`src/rtl/core/gpa_pkg.sv`:
```
package gpa_pkg;

    // defaults for the top-level parameters
    localparam int MAX_RING_VERTICES_DEF = 1024;
    localparam int COS_TABLE_ENTRIES_DEF = 256;

    // ring record widths, sized for the largest ring the block supports
    localparam int REC_CNT_W = 17;
    localparam int REC_LAT_W = 48;
    localparam int QUEUE_DEPTH = 4;

    // a ring needs this many vertices to enclose any area
    localparam int MIN_RING_VERTICES = 3;

    // angles in units of 2^-23 degree
    localparam logic [31:0] DEG90 = 32'd754974720;
    localparam logic [31:0] DEG180 = 32'd1509949440;
    // 90 degrees is 45 * 2^24
    localparam int DEG90_ODD = 45;
    localparam int FRAC_SHIFT = 24;

    // 111320^2 square metres per square degree
    localparam logic [33:0] DEG_M_SQ = 34'd12392142400;
    localparam logic [63:0] HALF_PI_Q30 = 64'd1686629713;
    localparam logic [63:0] ONE_Q30 = 64'd1073741824;
    localparam logic [55:0] TOTAL_MAX = '1;

    typedef enum logic [0:0] {
        REQ_VERTEX = 1'b0,
        REQ_END    = 1'b1
    } req_kind_t;

    typedef struct packed {
        logic               req_type;
        logic signed [31:0] vertex_lon;
        logic signed [31:0] vertex_lat;
        logic               ring_last;
    } req_word_t;

    typedef struct packed {
        logic [55:0] area_sq_m;
        logic        area_saturated;
    } rsp_word_t;

    // one closed ring or one end of polygon, front to back
    typedef struct packed {
        logic                        is_end;
        logic                        sat;
        logic signed [63:0]          cross_sum;
        logic signed [REC_LAT_W-1:0] lat_sum;
        logic [REC_CNT_W-1:0]        count;
    } ring_rec_t;

endpackage

```
`src/rtl/core/gpa_queue.sv`:
```
module gpa_queue #(
    parameter int DEPTH = gpa_pkg::QUEUE_DEPTH
) (
    input  logic               clk,
    input  logic               rst_n,
    input  logic               push,
    input  gpa_pkg::ring_rec_t push_rec,
    output logic               full,
    input  logic               pop,
    output logic               not_empty,
    output gpa_pkg::ring_rec_t pop_rec
);
    import gpa_pkg::*;

    localparam int PTR_W = $clog2(DEPTH);
    localparam int CNT_W = $clog2(DEPTH + 1);

    ring_rec_t        slot_reg [DEPTH];
    logic [PTR_W-1:0] wr_ptr_reg, rd_ptr_reg;
    logic [CNT_W-1:0] cnt_reg;

    assign full = cnt_reg == CNT_W'(DEPTH);
    assign not_empty = cnt_reg != '0;
    assign pop_rec = slot_reg[rd_ptr_reg];

    always_ff @(posedge clk or negedge rst_n)
    begin
        if (!rst_n)
        begin
            wr_ptr_reg <= '0;
            rd_ptr_reg <= '0;
            cnt_reg <= '0;
        end
        else
        begin
            if (push)
            begin
                wr_ptr_reg <= (wr_ptr_reg == PTR_W'(DEPTH - 1)) ? '0 : wr_ptr_reg + PTR_W'(1);
            end
            if (pop)
            begin
                rd_ptr_reg <= (rd_ptr_reg == PTR_W'(DEPTH - 1)) ? '0 : rd_ptr_reg + PTR_W'(1);
            end
            if (push && !pop)
            begin
                cnt_reg <= cnt_reg + CNT_W'(1);
            end
            else if (pop && !push)
            begin
                cnt_reg <= cnt_reg - CNT_W'(1);
            end
        end
    end

    always_ff @(posedge clk)
    begin
        if (push)
        begin
            slot_reg[wr_ptr_reg] <= push_rec;
        end
    end

endmodule

```
`config.mk`:
```
export PLATFORM = sky130hd
export DESIGN_NAME = gpa_queue
export DESIGN_NICKNAME = d
export VERILOG_FILES = /design/src/rtl/core/gpa_pkg.sv /design/src/rtl/core/gpa_queue.sv
export SDC_FILE = /design/constraint.sdc
export NUM_CORES = 1
export LEC_CHECK = 0
export BUFFER_PORTS_ARGS = -buffer_cell sky130_fd_sc_hd__buf_2
export CAP_MARGIN = 20
export CORE_UTILIZATION = 57
export CTS_CLUSTER_SIZE = 12
export DETAILED_ROUTE_END_ITERATION = 12
export PLACE_DENSITY_LB_ADDON = 0.15
export SYNTH_ARGS = -nofsm -noshare
export SYNTH_HDL_FRONTEND = slang
export SYNTH_SLANG_ARGS = --single-unit
export TNS_END_PERCENT = 50
```
`constraint.sdc`:
```
create_clock -name clk -period 5.4 [get_ports clk]
set_input_delay 0.27 -clock clk [delete_from_list [all_inputs] [get_ports clk]]
set_output_delay 0.27 -clock clk [all_outputs]
set_load 0.01 [all_outputs]
```
* After elaboration in Yosys (flattened, before gate mapping)
Memory sizes are Yosys's and may differ from the RTL's. Index checks and enable logic that the tools add are counted.
Operators by class: add/subtract/negate cells 4, eq/ne operators 3, muxes and demuxes 6, reductions and logical operators 6
Operator list (number):
- 3-bit 2-to-1 mux | 2
- 2-bit by 1-bit adder with 2-bit output (second input constant) | 2
- 2-bit equality test (second input constant) | 2
- 2-bit 2-to-1 mux | 2
- 3-bit by 1-bit adder with 3-bit output (second input constant) | 1
- 3-bit equality test (second input constant) | 1
- 3-bit nonzero test | 1
- 3-bit by 1-bit subtractor with 3-bit output (second input constant) | 1
- 1-bit logical AND | 2
- 1-bit logical NOT | 2
- 1-bit 2-to-1 mux | 2
- 2-bit nonzero test | 1
Word-level totals: register bits 7, bits in writable memories 524, input bits 135, output and inout bits 133, word-level logic and storage cells 23, memories 1
Memories:
- slot_reg | depth 4, width 131, rd ports 1, clocked after memory_dff 0, write ports 1, line gpa_queue.sv:18 | ring_rec_t slot_reg [DEPTH];

* Longest topological paths before layout
word-level depth 4, gate-level depth with buffers 7, mapped depth without buffers 7

* Worst setup path before layout
Ideal clock, no wire load.
path type register to register, from register wr_ptr_reg[0], to memory slot_reg[0][0] (netlist name) (enable), arrival time 3.628 ns, path slack 1.266 ns, stages on the path, launching flop included 4, cells stage by stage dfrtp_1 -> inv_1 -> ha_1 -> and2_1
RTL lines:
- start, declared | line gpa_queue.sv:19 | logic [PTR_W-1:0] wr_ptr_reg, rd_ptr_reg;
- start signal, assigned | line gpa_queue.sv:38 | wr_ptr_reg <= (wr_ptr_reg == PTR_W'(DEPTH - 1)) ? '0 : wr_ptr_reg + PTR_W'(1);
- end, declared | line gpa_queue.sv:18
Straight into the memory's write port.

==> reports/results.ini <==
[clocking]
h-tree-depth = 2
clk_latency_ns = 0.56
cts_sinks = 531
cts_tree = yes
post_cts_resized = 0
clock_path_buffers = 3
root_buffer = clkbuf_16
cts.reportedPaths.clkPinSlew_ns = 0.06
cts_setup_buffers = 0
cts-hold-fix-buffers = 132
cts_buffers = 52

[worst_setup_path]
path_class = register to primary output
crit_path_max_fanout = 36
endpoint_kind = primary output
reg2reg_depth = 4
required_ns = 5.13
arrival_ns = 2.83
crit_path_cell_trace = buf_4 -> mux4_2 -> buf_2
rrSetupSlack_ns = 3.09
startpoint_type = register
r2r-start = wr_ptr_reg[0]$_DFFE_PN0P_
cp_top_family = buffers and inverters
crit_slowest_cell = dfrtp_4
crit_path_max_incr_delay_ns = 0.77
path_buf_inv = 2
r2r_end = slot_reg[2][43]$_DFFE_PP_

[routing]
firstDrtPassIters = 4
totalWireLength_mm = 35.97
avgViaCountPerCell = 5.476
ant_nets = 0
wire_per_inst_um = 22.01
drc = 0
dr.first_iter.drc_count = 539
vias = 8947

[worst_hold_path]
worstHoldStart = pop
whs_path_depth = 2
min_delay_worst_endpoint = rd_ptr_reg[0]$_DFFE_PN0P_
hp-class = input port to register

[pwr]
power_mw = 12.05
p_int_mw = 8.669
p_per_area_nw_per_um2 = 503.9
p_seq_share_pct = 46.4
clockPowerShare_pct = 26.2
p_switching_mw = 3.385
sw_frac_of_total_pct = 28.08
ir_drop_v = 0.0004310
p_leak_nw = 8.206
power.share.combinational_pct = 27.4

[timing]
slew_viol_final = 0
finalCriticalPeriod_ns = 3.104
relSlewSlack_pct = 34.39
setup_viol = 0
setup_tns_ns = 0
tightest_slew_ns = 0.9842
rsz0062_at_grt = no
fin_crit_sh_pct = 57.48
hold_viol = 0
fmax_ghz = 0.3222
finalClockSkew_ns = 0.01851

[floorplanning]
start_util_pct = 57.71
io_pins = 268
coreArea_sq_um = 33450
die_w_um = 186.0
die_area_sq_um = 34600
die_h_um = 186.0
rows = 67

[global_routing]
grt_pass1_wl_mm = 53.91
grt.overflow.total = 0
grt_max_degree = 119
grt_pass1_vias = 9471
antenna_found_initial = 2
grt_usage_pct = 21.20

[finish]
area_growth_pct = 23.92
final_common_cell = edfxtp_1
utilization_pct = 71.51
largest_register_ffs = 524
layout-drive-gt1-share_pct = 39.78
layout_common_cells = edfxtp_1 (524), buf_2 (267), dlygate4sd3_1 (132)
nets = 1295
fin_area_sq_um = 23920

[synthesis]
synth-seq-cells = 531
synth.net_count = 864
synthCells = 722
seq_area_frac_synth_pct = 82.43
synthDistinctLibCells = 19
syn_area_sq_um = 19300
synth_area_per_cell_sq_um = 26.73
yosys_warnings = 0

[place]
portBuffers = 267
place_congestion = 0.6629
place_area_sq_um = 21140
dp_hpwl_mm = 19.48

[job]
drv_cap = 0

[outcome]
status = completed

==> how the worst max path moves through the flow <==
stage,start,endpoint,cells after the start
final,rd_ptr_reg[0]$_DFFE_PN0P_,pop_rec[64],3
after global routing,rd_ptr_reg[0]$_DFFE_PN0P_,pop_rec[64],3
after CTS,rd_ptr_reg[0]$_DFFE_PN0P_,pop_rec[64],3
after detailed placement,rd_ptr_reg[0]$_DFFE_PN0P_,pop_rec[64],3
after global placement,rd_ptr_reg[0]$_DFFE_PN0P_,pop_rec[52],3
after floorplan,wr_ptr_reg[0]$_DFFE_PN0P_,slot_reg[0][0]$_DFFE_PP_,3
==> cell type report <==
| cell class | instances | area, sq um |
|---|---|---|
| Antenna cell | 2 | 5.005 |
| Clock buffer | 76 | 1413 |
| Clock inverter | 9 | 45.04 |
| Fill cell | 1976 | 9529 |
| Inverter | 4 | 15.01 |
| Multi-Input combinational cell | 157 | 3183 |
| Sequential cell | 531 | 15920 |
| Tap cell | 448 | 560.5 |
| Timing Repair Buffer | 407 | 2780 |
==> power by group through the flow <==
| stage | sequential, mW | combinational [mW] | clock (mW) |
|---|---|---|---|
| 2_1_floorplan | 5.55 | 2.28 | 0 |
| 3_3_place_gp | 5.65 | 3.26 | 0 |
| 3_5_place_dp | 5.68 | 3.28 | 0 |
| 4_1_cts | 5.60 | 3.37 | 3.23 |
| 5_1_grt | 5.66 | 3.59 | 3.39 |
| 6_report | 5.60 | 3.30 | 3.16 |
==> through the flow <==
| step | setup slack (ns) | instances | hold WS, ns |
|---|---|---|---|
| after floorplan | 1.266 | 722 | -0.02559 |
| after global placement | 2.817 | 1415 | 0.1228 |
| after detailed placement | 2.822 | 1415 | 0.1225 |
| after CTS | 2.232 | 1632 | 0.01047 |
| after global routing | 2.059 | 1634 | 0.007548 |
| final | 2.296 | 1634 | 0.03653 |
==> kinds of logic (layout without fill, tap and decap cells) <==
logic type      count (synthesis)  in the layout  share of synthesized area (%)
simple gates                   11             11                         0.2982
fa+ha+maj                       7              7                         0.4926
flops                         531            531                          82.43
compound gates                  2              2                        0.05186
xor+xnor                        3              3                         0.1361
mux                           134            134                          15.46
buf+inv                        34            496                          1.134
other cells                     0              2                              0
==> cells in the mapped netlist (all sizes together) <==
master | count | area share, %
clkbuf | 4 | 0.078
fa | 1 | 0.10
inv | 4 | 0.078
buf | 26 | 0.98
edfxtp | 524 | 82
and2 | 4 | 0.13
xnor2 | 1 | 0.045
xor2 | 2 | 0.091
mux4 | 131 | 15
nand2 | 2 | 0.039
nor2 | 3 | 0.058
nor3b | 1 | 0.039
mux2 | 3 | 0.18
o21ai | 2 | 0.052
or3 | 1 | 0.032
ha | 6 | 0.39
dfrtp | 7 | 0.91
==> per-layer routing <==
layer / share of wire, % / global-route usage [%] / vias up
li1: - / - / 3994
met1: 41 / 28.24 / 4642
met2: 50 / 34.36 / 276
met3: 7.7 / 6.633 / 35
met4: 1.2 / 5.279 / 0
met5: 0 / 0 / -
Power figures use the tool's default switching activity.
